File: src/hdl/ica_pkg.sv
// Inode cache acquire: shared types, widths and constants.
// No dependencies; imported by ica_ctrl, ica_dp, the top level and the testbench.
`default_nettype none
package ica_pkg;

  localparam int unsigned TABLE_ENTRIES_DEF = 64;

  localparam int unsigned DEV_W   = 8;
  localparam int unsigned INO_W   = 16;
  localparam int unsigned REF_W   = 8;
  localparam int unsigned BLK_W   = 24;
  localparam int unsigned OFS_W   = 3;
  localparam int unsigned SLOT_W  = 6;
  localparam int unsigned ENTRY_W = DEV_W + INO_W + REF_W;

  localparam int unsigned IN_DATA_W   = 24;
  localparam int unsigned OUT_DATA_W  = 48;
  localparam int unsigned OUT_USER_W  = 3;

  localparam logic [REF_W-1:0] REF_MAX = {REF_W{1'b1}};
  localparam logic [REF_W-1:0] REF_ONE = REF_W'(1);

  typedef enum logic [1:0] {
    ST_IDLE,
    ST_SCAN,
    ST_COMMIT,
    ST_RESULT
  } ica_state_e;

  typedef struct packed {
    logic accept;
    logic scan;
    logic commit;
    logic load;
  } ica_cmd_t;

  typedef struct packed {
    logic scan_done;
    logic out_busy;
  } ica_sts_t;

  function automatic logic [REF_W-1:0] ref_inc(input logic [REF_W-1:0] r);
    ref_inc = (r == REF_MAX) ? REF_MAX : r + REF_ONE;
  endfunction

endpackage
`default_nettype wire

File: src/hdl/ica_ram.sv
// Generic single-write, single-read RAM with registered read data.
// No dependencies.
`default_nettype none
module ica_ram #(
  parameter int unsigned WIDTH = 32,
  parameter int unsigned DEPTH = 64
) (
  input  wire logic                     clk_i,
  input  wire logic                     we_i,
  input  wire logic [$clog2(DEPTH)-1:0] waddr_i,
  input  wire logic [WIDTH-1:0]         wdata_i,
  input  wire logic                     re_i,
  input  wire logic [$clog2(DEPTH)-1:0] raddr_i,
  output logic      [WIDTH-1:0]         rdata_o
);

  logic [WIDTH-1:0] mem_q [DEPTH];

  always_ff @(posedge clk_i) begin
    if (we_i) begin
      mem_q[waddr_i] <= wdata_i;
    end
    if (re_i) begin
      rdata_o <= mem_q[raddr_i];
    end
  end

endmodule
`default_nettype wire

File: src/hdl/ica_ctrl.sv
// Sequencer for the inode cache acquire: idle, table scan, commit, result.
// Depends on ica_pkg.
`default_nettype none
module ica_ctrl (
  input  wire logic              clk_i,
  input  wire logic              rst_ni,
  input  wire logic              s_axis_tvalid,
  output logic                   s_axis_tready,
  input  wire ica_pkg::ica_sts_t sts_i,
  output ica_pkg::ica_cmd_t      cmd_o
);
  import ica_pkg::*;

  ica_state_e state_q, state_d;

  always_ff @(posedge clk_i or negedge rst_ni) begin
    if (!rst_ni) begin
      state_q <= ST_IDLE;
    end else begin
      state_q <= state_d;
    end
  end

  always_comb begin
    state_d       = state_q;
    cmd_o         = '0;
    s_axis_tready = 1'b0;
    unique case (state_q)
      ST_IDLE: begin
        s_axis_tready = 1'b1;
        if (s_axis_tvalid) begin
          cmd_o.accept = 1'b1;
          state_d      = ST_SCAN;
        end
      end
      ST_SCAN: begin
        cmd_o.scan = 1'b1;
        if (sts_i.scan_done) begin
          state_d = ST_COMMIT;
        end
      end
      ST_COMMIT: begin
        cmd_o.commit = 1'b1;
        state_d      = ST_RESULT;
      end
      ST_RESULT: begin
        if (!sts_i.out_busy) begin
          cmd_o.load = 1'b1;
          state_d    = ST_IDLE;
        end
      end
    endcase
  end

endmodule
`default_nettype wire

File: src/hdl/ica_dp.sv
// Datapath: slot RAM with valid bits, scan pipeline, first-hit and first-free
// trackers, write-back and result register. Depends on ica_pkg and ica_ram.
`default_nettype none
module ica_dp #(
  parameter int unsigned TABLE_ENTRIES = ica_pkg::TABLE_ENTRIES_DEF
) (
  input  wire logic                                clk_i,
  input  wire logic                                rst_ni,
  input  wire ica_pkg::ica_cmd_t                   cmd_i,
  output ica_pkg::ica_sts_t                        sts_o,
  input  wire logic [ica_pkg::IN_DATA_W-1:0]       req_data_i,
  input  wire logic [ica_pkg::BLK_W-1:0]           start_block_i,
  output logic                                     m_axis_tvalid,
  input  wire logic                                m_axis_tready,
  output logic      [ica_pkg::OUT_DATA_W-1:0]      m_axis_tdata,
  output logic      [ica_pkg::OUT_USER_W-1:0]      m_axis_tuser
);
  import ica_pkg::*;

  localparam int unsigned AW = $clog2(TABLE_ENTRIES);
  localparam logic [AW-1:0] LAST_ADDR = AW'(TABLE_ENTRIES - 1);

  logic [DEV_W-1:0]         dev_q;
  logic [INO_W-1:0]         ino_q;
  logic [TABLE_ENTRIES-1:0] valid_q;
  logic [AW-1:0]            scan_addr_q;
  logic                     issue_done_q;
  logic                     cmp_vld_q;
  logic [AW-1:0]            cmp_addr_q;
  logic                     rd_valid_q;
  logic                     hit_q, free_q;
  logic [AW-1:0]            hit_idx_q, free_idx_q;
  logic [REF_W-1:0]         hit_refs_q;
  logic                     m_valid_q;

  logic                     rd_en;
  logic [ENTRY_W-1:0]       rdata;
  logic [DEV_W-1:0]         e_dev;
  logic [INO_W-1:0]         e_ino;
  logic [REF_W-1:0]         e_refs;
  logic                     wr_en;
  logic [AW-1:0]            wr_addr;
  logic [ENTRY_W-1:0]       wr_data;
  logic [INO_W-1:0]         ino_m1;
  logic [BLK_W-1:0]         blk;
  logic [AW-1:0]            res_idx;
  logic [REF_W-1:0]         res_refs;
  logic                     claimed;
  logic                     full;

  assign rd_en = cmd_i.scan && !issue_done_q;

  ica_ram #(
    .WIDTH (ENTRY_W),
    .DEPTH (TABLE_ENTRIES)
  ) u_ram (
    .clk_i   (clk_i),
    .we_i    (wr_en),
    .waddr_i (wr_addr),
    .wdata_i (wr_data),
    .re_i    (rd_en),
    .raddr_i (scan_addr_q),
    .rdata_o (rdata)
  );

  // never-written slots read as zero
  assign e_dev  = rd_valid_q ? rdata[DEV_W-1:0] : '0;
  assign e_ino  = rd_valid_q ? rdata[DEV_W +: INO_W] : '0;
  assign e_refs = rd_valid_q ? rdata[DEV_W+INO_W +: REF_W] : '0;

  always_ff @(posedge clk_i) begin
    if (cmd_i.accept) begin
      dev_q <= req_data_i[DEV_W-1:0];
      ino_q <= req_data_i[DEV_W +: INO_W];
    end
    if (rd_en) begin
      cmp_addr_q <= scan_addr_q;
      rd_valid_q <= valid_q[scan_addr_q];
    end
  end

  always_ff @(posedge clk_i or negedge rst_ni) begin
    if (!rst_ni) begin
      scan_addr_q  <= '0;
      issue_done_q <= 1'b0;
      cmp_vld_q    <= 1'b0;
      hit_q        <= 1'b0;
      free_q       <= 1'b0;
      hit_idx_q    <= '0;
      free_idx_q   <= '0;
      hit_refs_q   <= '0;
    end else if (cmd_i.accept) begin
      scan_addr_q  <= '0;
      issue_done_q <= 1'b0;
      cmp_vld_q    <= 1'b0;
      hit_q        <= 1'b0;
      free_q       <= 1'b0;
    end else begin
      cmp_vld_q <= rd_en;
      if (rd_en) begin
        if (scan_addr_q == LAST_ADDR) begin
          issue_done_q <= 1'b1;
        end else begin
          scan_addr_q <= scan_addr_q + AW'(1);
        end
      end
      if (cmp_vld_q) begin
        if (!hit_q && e_dev == dev_q && e_ino == ino_q) begin
          hit_q      <= 1'b1;
          hit_idx_q  <= cmp_addr_q;
          hit_refs_q <= e_refs;
        end
        if (!free_q && e_refs == '0) begin
          free_q     <= 1'b1;
          free_idx_q <= cmp_addr_q;
        end
      end
    end
  end

  assign sts_o.scan_done = issue_done_q && !cmp_vld_q;
  assign sts_o.out_busy  = m_valid_q && !m_axis_tready;

  // write-back
  assign claimed  = !hit_q && free_q;
  assign full     = !hit_q && !free_q;
  assign res_idx  = hit_q ? hit_idx_q : (free_q ? free_idx_q : '0);
  assign res_refs = hit_q ? ref_inc(hit_refs_q) : (free_q ? REF_ONE : '0);
  assign wr_en    = cmd_i.commit && !full;
  assign wr_addr  = res_idx;
  assign wr_data  = {res_refs, ino_q, dev_q};

  always_ff @(posedge clk_i or negedge rst_ni) begin
    if (!rst_ni) begin
      valid_q <= '0;
    end else if (wr_en) begin
      valid_q[wr_addr] <= 1'b1;
    end
  end

  assign ino_m1 = ino_q - INO_W'(1);
  assign blk    = start_block_i + BLK_W'(ino_m1[INO_W-1:OFS_W]);

  always_ff @(posedge clk_i or negedge rst_ni) begin
    if (!rst_ni) begin
      m_valid_q <= 1'b0;
    end else if (cmd_i.load) begin
      m_valid_q <= 1'b1;
    end else if (m_axis_tready) begin
      m_valid_q <= 1'b0;
    end
  end

  always_ff @(posedge clk_i) begin
    if (cmd_i.load) begin
      m_axis_tdata <= {7'b0, res_refs,
                       claimed ? ino_m1[OFS_W-1:0] : OFS_W'(0),
                       claimed ? blk : BLK_W'(0),
                       SLOT_W'(res_idx)};
      m_axis_tuser <= {full, claimed, hit_q};
    end
  end

  assign m_axis_tvalid = m_valid_q;

endmodule
`default_nettype wire

File: src/hdl/inode_cache_acquire.sv
// Channel   Dir  Handshake                      Payload
// request   in   s_axis_tvalid/s_axis_tready    s_axis_tdata: device_id, inode_number
// result    out  m_axis_tvalid/m_axis_tready    m_axis_tdata, m_axis_tuser (flags)
// config    in   cfg_we_i (no wait)             cfg_wdata_i: inode_table_start_block
//
// Each request makes a single pass over the slot RAM read port, which
// finds the first match and the first free slot together.
// Reset leaves all slots reading as empty through per-slot valid bits.
// A finished result waits in the output register; the next request is taken
// while it is held, but its result stalls until the register is free.
// Top level of the inode cache acquire block. Depends on ica_pkg, ica_ctrl, ica_dp.
`default_nettype none
module inode_cache_acquire #(
  parameter int unsigned TABLE_ENTRIES = ica_pkg::TABLE_ENTRIES_DEF
) (
  input  wire logic                           clk_i,
  input  wire logic                           rst_ni,
  input  wire logic                           cfg_we_i,
  input  wire logic [ica_pkg::BLK_W-1:0]      cfg_wdata_i,
  input  wire logic                           s_axis_tvalid,
  output logic                                s_axis_tready,
  // [7:0] device_id, [23:8] inode_number
  input  wire logic [ica_pkg::IN_DATA_W-1:0]  s_axis_tdata,
  output logic                                m_axis_tvalid,
  input  wire logic                           m_axis_tready,
  // [5:0] slot_index, [29:6] fetch_block, [32:30] block_offset,
  // [40:33] reference_count, [47:41] zero
  output logic      [ica_pkg::OUT_DATA_W-1:0] m_axis_tdata,
  // [0] was_resident, [1] newly_claimed, [2] table_full
  output logic      [ica_pkg::OUT_USER_W-1:0] m_axis_tuser
);
  import ica_pkg::*;

  logic [BLK_W-1:0] start_block_q;
  ica_cmd_t         cmd;
  ica_sts_t         sts;

  always_ff @(posedge clk_i or negedge rst_ni) begin
    if (!rst_ni) begin
      start_block_q <= '0;
    end else if (cfg_we_i) begin
      start_block_q <= cfg_wdata_i;
    end
  end

  ica_ctrl u_ctrl (
    .clk_i         (clk_i),
    .rst_ni        (rst_ni),
    .s_axis_tvalid (s_axis_tvalid),
    .s_axis_tready (s_axis_tready),
    .sts_i         (sts),
    .cmd_o         (cmd)
  );

  ica_dp #(
    .TABLE_ENTRIES (TABLE_ENTRIES)
  ) u_dp (
    .clk_i         (clk_i),
    .rst_ni        (rst_ni),
    .cmd_i         (cmd),
    .sts_o         (sts),
    .req_data_i    (s_axis_tdata),
    .start_block_i (start_block_q),
    .m_axis_tvalid (m_axis_tvalid),
    .m_axis_tready (m_axis_tready),
    .m_axis_tdata  (m_axis_tdata),
    .m_axis_tuser  (m_axis_tuser)
  );

  a_one_outcome: assert property (@(posedge clk_i) disable iff (!rst_ni)
    m_axis_tvalid |-> $onehot(m_axis_tuser))
    else $error("result must carry exactly one outcome flag");

  a_full_zero: assert property (@(posedge clk_i) disable iff (!rst_ni)
    (m_axis_tvalid && m_axis_tuser[2]) |-> (m_axis_tdata[40:0] == '0))
    else $error("full result must carry zero fields");

  a_claim_one: assert property (@(posedge clk_i) disable iff (!rst_ni)
    (m_axis_tvalid && m_axis_tuser[1]) |-> (m_axis_tdata[40:33] == REF_ONE))
    else $error("claimed slot must start at count one");

  a_busy_after_accept: assert property (@(posedge clk_i) disable iff (!rst_ni)
    (s_axis_tvalid && s_axis_tready) |=> !s_axis_tready)
    else $error("sequencer must go busy after a transaction");

endmodule
`default_nettype wire

File: config.mk
export PLATFORM = sky130hd
export DESIGN_NAME = inode_cache_acquire
export DESIGN_NICKNAME = d
export VERILOG_FILES = /design/src/hdl/ica_pkg.sv /design/src/hdl/ica_ram.sv /design/src/hdl/ica_ctrl.sv /design/src/hdl/ica_dp.sv /design/src/hdl/inode_cache_acquire.sv
export SDC_FILE = /design/constraint.sdc
export NUM_CORES = 2
export LEC_CHECK = 0
export BUFFER_PORTS_ARGS = -buffer_cell sky130_fd_sc_hd__buf_2
export CORE_UTILIZATION = 44
export DETAILED_ROUTE_END_ITERATION = 8
export PLACE_DENSITY = 0.6
export SLEW_MARGIN = 20
export SYNTH_ARGS = -nofsm -noshare
export SYNTH_HDL_FRONTEND = slang
export SYNTH_SLANG_ARGS = --single-unit
File: constraint.sdc
create_clock -name clk_i -period 4.66 [get_ports clk_i]
set_input_delay 0.233 -clock clk_i [delete_from_list [all_inputs] [get_ports clk_i]]
set_output_delay 0.233 -clock clk_i [all_outputs]
set_load 0.01 [all_outputs]
* Word-level counts from Yosys, hierarchy flattened
Memory sizes are Yosys's and may differ from the RTL's. A register that Yosys moved wholly into a read port is not among the register bits.
Index checks and enable logic that the tools add are counted.
** Operators by class
- Add/subtract/negate cells :: 4
- Equal/unequal tests :: 11
- Muxes and demuxes :: 40
- Bitwise gates (word level) :: 2
- Reduce and logical (&&, ||, !) cells :: 31
- $lt $le $gt $ge :: 3
** Operator list (count)
- $or A64 B64 Y64 :: 1
- $mux W8 :: 4
- $mux W6 :: 5
- $add A24 B13 Y24 :: 1
- $mux W1 :: 24
- $eq A16 B16 Y1 :: 1
- $mux W16 :: 1
- $sub A16 B1 Y16 const B :: 1
- $lt A6 B7 Y1 const B :: 2
- $reduce_bool A2 Y1 :: 6
- $logic_and A1 B1 Y1 :: 10
- $reduce_and A3 Y1 :: 3
- $add A8 B1 Y8 const B :: 1
- $eq A8 B8 Y1 :: 1
- $eq A8 B8 Y1 const B :: 1
- $logic_not A8 Y1 :: 1
- $ne A2 B2 Y1 const B :: 4
- $pmux W2 S4 :: 1
- $reduce_and A2 Y1 :: 4
- $add A6 B1 Y6 const B :: 1
- $bmux W1 S6 :: 1
- $demux W1 S6 :: 1
- $eq A6 B6 Y1 const B :: 1
- $ge A6 B1 Y1 const B :: 1
- other kinds (6) :: 14
** Storage, ports and cells
- Flip-flop bits (word level) :: 196
- Input bits :: 53
- Output and inout bits :: 53
- Memories kept :: 1
- Bits in writable memories :: 2048
** Memory list
- u_dp.u_ram.mem_q :: depth 64, bits a word 32, read ports 1, clocked after Yosys merged registers in 1, write ports 1, line ica_ram.sv:17 : logic [WIDTH-1:0] mem_q [DEPTH];

* Logic depth before layout (Yosys ltp)
- Word-level depth :: 7
- Depth in mapped cells :: 14
- Depth with buffers taken out :: 13

* Hierarchy
A second synthesis with hierarchy kept.
** Unflattened totals
- Cells, all modules :: 4116
- Area total of the unflattened synthesis :: 88547.4 um2
** By module, submodules not included
- ica_ram :: cells each 3324, sequential area each 62459.9 um2, instances 1, area each 78835.6 um2
- ica_dp :: cells each 724, sequential area each 4629.4 um2, instances 1, area each 8526.9 um2
- inode_cache_acquire :: cells each 51, sequential area each 600.6 um2, instances 1, area each 997.2 um2
- ica_ctrl :: cells each 17, sequential area each 50.0 um2, instances 1, area each 187.7 um2

* Worst setup path after synthesis
Ideal clock, no wire load.
- Kind :: register -> register
- Start :: register u_dp.hit_refs_q[0]
- End :: register u_dp.m_axis_tdata[39] (netlist name), data pin
- Required time :: 3930 ps
- Path slack :: 118 ps
- Period minus slack after synthesis :: 4542 ps
- Cell stages (with the launch flop) :: 7
- Arrival time :: 3813 ps
- Path buffers :: 0
- Path through :: dfrtp_1 ha_1 and3_1 and2_1 nand2_1 nor3_1 a211oi_1
** Between the ends
- Word-level cells in the longest chain between the ends :: 3
- Elaborated cells between the ends (all ways) :: 4
- Classes of those cells :: 1 x add/sub; 1 x eq/ne; 2 x mux
** Ends and longest elaborated chain
- start, declared :: line ica_dp.sv:33 : logic [REF_W-1:0] hit_refs_q;
- start signal, assigned :: line ica_dp.sv:111 : hit_refs_q <= e_refs;
- $add A8 B1 Y8 / $eq A8 B8 Y1 (equally long branches) :: line ica_pkg.sv:43 : ref_inc = (r == REF_MAX) ? REF_MAX : r + REF_ONE;
- $mux W8 (*) :: line ica_pkg.sv:43
- $mux W8 (*) :: line ica_dp.sv:128 : assign res_refs = hit_q ? ref_inc(hit_refs_q) : (free_q ? REF_ONE : '0);
- net u_dp.res_refs[6] :: line ica_dp.sv:47 : logic [REF_W-1:0] res_refs;
- end signal, assigned :: line ica_dp.sv:156 : m_axis_tdata <= {7'b0, res_refs,
- end, declared :: line ica_dp.sv:15 : output logic [ica_pkg::OUT_DATA_W-1:0] m_axis_tdata,
Mark *: on every way through the listed nets, which the timed path passes. The rest lies on a longest branch.
A chain may end at the register's enable or synchronous reset.

* Worst setup path after layout
- Start :: register u_dp.ino_q[3]
- End :: register u_dp.m_axis_tdata[24] (netlist name), data pin
** Between the ends
- Word-level cells in the longest chain between the ends :: 2
** Ends and longest elaborated chain
- start, declared :: line ica_dp.sv:24 : logic [INO_W-1:0] ino_q;
- start signal, assigned :: line ica_dp.sv:74 : ino_q <= req_data_i[DEV_W +: INO_W];
- $sub A16 B1 Y16 :: line ica_dp.sv:141 : assign ino_m1 = ino_q - INO_W'(1);
- $add A24 B13 Y24 :: line ica_dp.sv:142 : assign blk = start_block_i + BLK_W'(ino_m1[INO_W-1:OFS_W]);
Every way passes these cells.

==> summary.md <==
| Metric | Value |
|---|---|
| GRT Resource Usage Total | `between 20% and 30%` |
| Worst slew pin tran | `1210 ps` |
| WHS | `between 70 and 80 ps` |
| Worst hold stages | `2` |
| VDD IR max | `about 400 uV` |
| Setup TNS Final | `0 ps` |
| Number of enable flip-flop cells after synthesis | `about 2.2k` |
| GPL Wtd Cong | `0.916` |
| Total Die Area | `about 0.20 sq mm` |
| WP data arrival | `~5000 ps` |
| R2R Setup Slk | `320 ps` |
| Post-CTS resize count | `0` |
| Worst setup EP type | `flip-flop` |
| Tcrit/Tclk final | `between 90% and 100%` |
| DIE WIDTH | `around 450 microns` |
| Share of layout cells above drive strength 1 | `around 33%` |
| Endpoints failing setup | `0` |
| # rows | `~160` |
| Static leakage | `around 32 nW` |
| Post-CTS Hold Fix Bufs | `78` |
| Largest net degree at the start of global routing | `71` |
| Setup bufs post-CTS | `0` |
| Max-slew violation count | `0` |
| Asr flop ratio synth | `~5.3%` |
| Mapped Avg Cell Area | `22.9 sq um` |
| Die Y | `around 450 microns` |
| Final ANT Viol Nets | `0` |
| TritonCTS Buffers | `226` |
| CTS tree | `done` |
| Slowest cell on the critical path | `nor4_1` |
| Clock Tree Root | `clkbuf_16` |
| Clock transition at path regs | `60 ps` |
| Clock latency on the worst-skew pair | `approximately 860 ps` |
| Max Buffers Root-to-Sink | `3` |
| Status | `complete, no violations` |
| Synth Cell Area | `0.0877 sq mm` |
| Max-cap violations | `0` |
| RSZ-0062 raised after global routing | `false` |
| Max Fanout on Critical Path | `8` |
| 1st-iter DRT viols | `a little under 5k` |
| Cell variety after synth | `just over 60` |
| Starting Density | `44.4%` |
| Seq/Total Area, Yosys | `around 77%` |
| Synth-to-Final Area Change | `16.3%` |
| Multi-input gate area | `slightly below 0.02 sq mm` |
| Final nets | `roughly 4.4k` |
| Final hold violations | `0` |
| Routed vias | `between 40k and 50k` |
| DR vias/cell | `around 5.9` |
| FF/Latch Area | `approximately 0.068 sq mm` |
| Drt total wl | `between 200 and 250 mm` |
| Slew HR | `roughly 19%` |
| Initial antenna violation count | `15` |
| Min-delay src | `s_axis_tdata[3]` |
| GRT overflow | `0` |
| Crit path required time | `~5300 ps` |
| PwrDens | `between 500 and 600 mW/mm^2` |
| Sink Count | `2276` |
| Crit path kind | `flip-flop to flip-flop` |
| Hold EP | `u_dp.dev_q[3]$_DFFE_PP_` |
| Synth warn | `0` |
| Routed len/inst | `~32 microns` |
| Num ports | `106` |
| Total power | `about 55 mW` |
| Worst Hold Class | `primary input to flip-flop` |
| Placed cells | `between 6k and 7k` |
| Drt pass-1 iters | `6` |
| Non-Filler Instances | `between 7k and 8k` |
| Flop and latch count out of synthesis | `roughly 2.3k` |
| Core area | `just under 0.2 sq mm` |
| Max Freq | `230 MHz` |
| Reg2Reg Launch Point | `u_dp.ino_q[3]$_DFFE_PP_` |
| Worst r2r path cells | `12` |
| Synth Instances | `around 3.8k` |
| DRC Markers | `0` |
| Dpl hpwl | `between 100 and 150 mm` |
| First-pass GRT wire length | `323 mm` |
| CP peak stage delay | `between 600 and 700 ps` |
| Synth Flop Type | `edfxtp_1` |
| Number of global-route vias before repair | `between 40k and 50k` |
| RR Endpoint | `u_dp.m_axis_tdata[24]$_SDFFCE_PN0P_` |
| H-tree levels | `4` |
| Fin crit period | `roughly 4300 ps` |
| Final worst setup slack | `321 ps` |
| Critical Path, Cell by Cell | `nor4_1 > nand2_1 > or4_1 > nor4_1 > xor2_1 > ha_1 > a211o_1 > o211ai_1 > nand3b_1 > o21a_1 > and4_1 > o21a_1` |
| Crit path launch type | `flip-flop` |
| Clock skew | `between 40 and 50 ps` |
| PortBufs | `98` |
| Filler cells | `15.2k` |
| Pre-CTS setup slack | `426 ps` |
## power breakdown
group / switching, mW / total (mW) / internal (mW)
logic: 6.79 / 12.6 / 5.85
registers: 0.716 / 24.3 / 23.6
clock network: 7.79 / 18.2 / 10.4
## sequential cells by signal (all words and copies together), names as in the netlist, 2 cells and up
signal / cells
start_block_q: 24
u_dp.ino_q: 16
u_dp.free_idx_q: 6
u_dp.hit_idx_q: 6
u_dp.dev_q: 8
u_dp.valid_q: 64
u_ctrl.state_q: 2
u_dp.scan_addr_q: 6
u_dp.hit_refs_q: 8
u_dp.m_axis_tuser: 3
u_dp.m_axis_tdata: 41
u_dp.u_ram.rdata_o: 32
u_dp.u_ram.mem_q: 2048
u_dp.cmp_addr_q: 6
## synthesized netlist by cell type (20+ instances only)
library cell	number	area share (%)
buf_2	58	0.33
mux2_2	35	0.45
dfrtp_1	121	3.5
mux4_2	644	17
nand2_1	71	0.30
edfxtp_1	2155	74
nor2b_1	23	0.16
ha_1	20	0.29
inv_1	36	0.15
clkbuf_1	113	0.48
a21oi_1	20	0.11
or2_2	65	0.46
mux2i_1	26	0.30
xor2_1	22	0.22
nor2_1	106	0.45
nand3_1	21	0.12
a22oi_1	68	0.58
o21ai_0	28	0.16
## metrics by stage
| stage | instance area [sq um] | util [%] |
|---|---|---|
| finish | 102000 | 51.6 |
| global route | 102000 | 51.6 |
| CTS | 102000 | 51.6 |
| detailed placement | 93800 | 47.4 |
| global placement | 93700 | 47.4 |
| floorplan | 87800 | - |
## layer usage
layer | up-vias | part of all wire, % | track usage (%)
met4 | 6 | 2.6 | 6.05
met1 | 23000 | 41 | 31.7
met3 | 309 | 8.3 | 5.14
li1 | 17200 | - | -
met2 | 1754 | 48 | 35.9
met5 | - | 0.016 | 0
## cell families (layout without fill, tap and decap cells)
logic type / Yosys count / in the layout / share of synthesized area (%)
flops: 2276 / 2276 / 77.2
simple gates: 351 / 351 / 1.99
fa+ha+maj: 21 / 21 / 0.308
buf+inv: 233 / 878 / 1.12
mux: 706 / 706 / 17.3
other cells: 1 / 12 / 0.00427
compound gates: 208 / 208 / 1.70
xor+xnor: 38 / 38 / 0.379
## layout make-up
cell class / instances / share of cell area (%)
Antenna cell: 5 / 0.0123
Clock buffer: 305 / 6.08
Clock inverter: 123 / 1.19
Inverter: 37 / 0.136
Multi-Input combinational cell: 1331 / 19.2
Sequential cell: 2276 / 66.4
Tap cell: 2640 / 3.24
Timing Repair Buffer: 413 / 3.69
## critical path, delay by kind of cell, from the launching register on
family	cells	cell delay, ps
and+or+nand+nor	6	2240
AOI/OAI and AO/OA	4	850
DFF	1	400
adders and majority gates	1	350
xor gates and xnor gates	1	240
## cells in the final DEF, fill, tap and decap left out, types with 22 or more instances in the layout
cell type and count:
dlygate4sd3_1 77, or2_2 65, clkbuf_1 57, clkinv_2 36
mux4_2 644, edfxtp_1 2155, dfrtp_1 117, clkbuf_16 229
nor2_4 64, mux2_2 35, buf_2 97, o21ai_0 28
clkinv_1 46, buf_12 51, buf_4 181, xor2_1 22
inv_1 35, nand2_1 71, mux2i_1 26, nor2_1 41
a22oi_1 68
## worst max path at each step
stage | startpoint | to | slack [ps]
after floorplan | u_dp.hit_refs_q[0]$_DFFE_PN0P_ | u_dp.m_axis_tdata[39]$_DFFE_PP_ | 120
after global placement | u_dp.ino_q[2]$_DFFE_PP_ | u_dp.m_axis_tdata[24]$_SDFFCE_PN0P_ | 450
after detailed placement | u_dp.ino_q[2]$_DFFE_PP_ | u_dp.m_axis_tdata[24]$_SDFFCE_PN0P_ | 430
after CTS | u_dp.ino_q[2]$_DFFE_PP_ | u_dp.m_axis_tdata[24]$_SDFFCE_PN0P_ | 420
after global routing | u_dp.ino_q[2]$_DFFE_PP_ | u_dp.m_axis_tdata[24]$_SDFFCE_PN0P_ | 90
final | u_dp.ino_q[3]$_DFFE_PP_ | u_dp.m_axis_tdata[24]$_SDFFCE_PN0P_ | 320
Note: power is estimated with default switching activity, not from simulation.
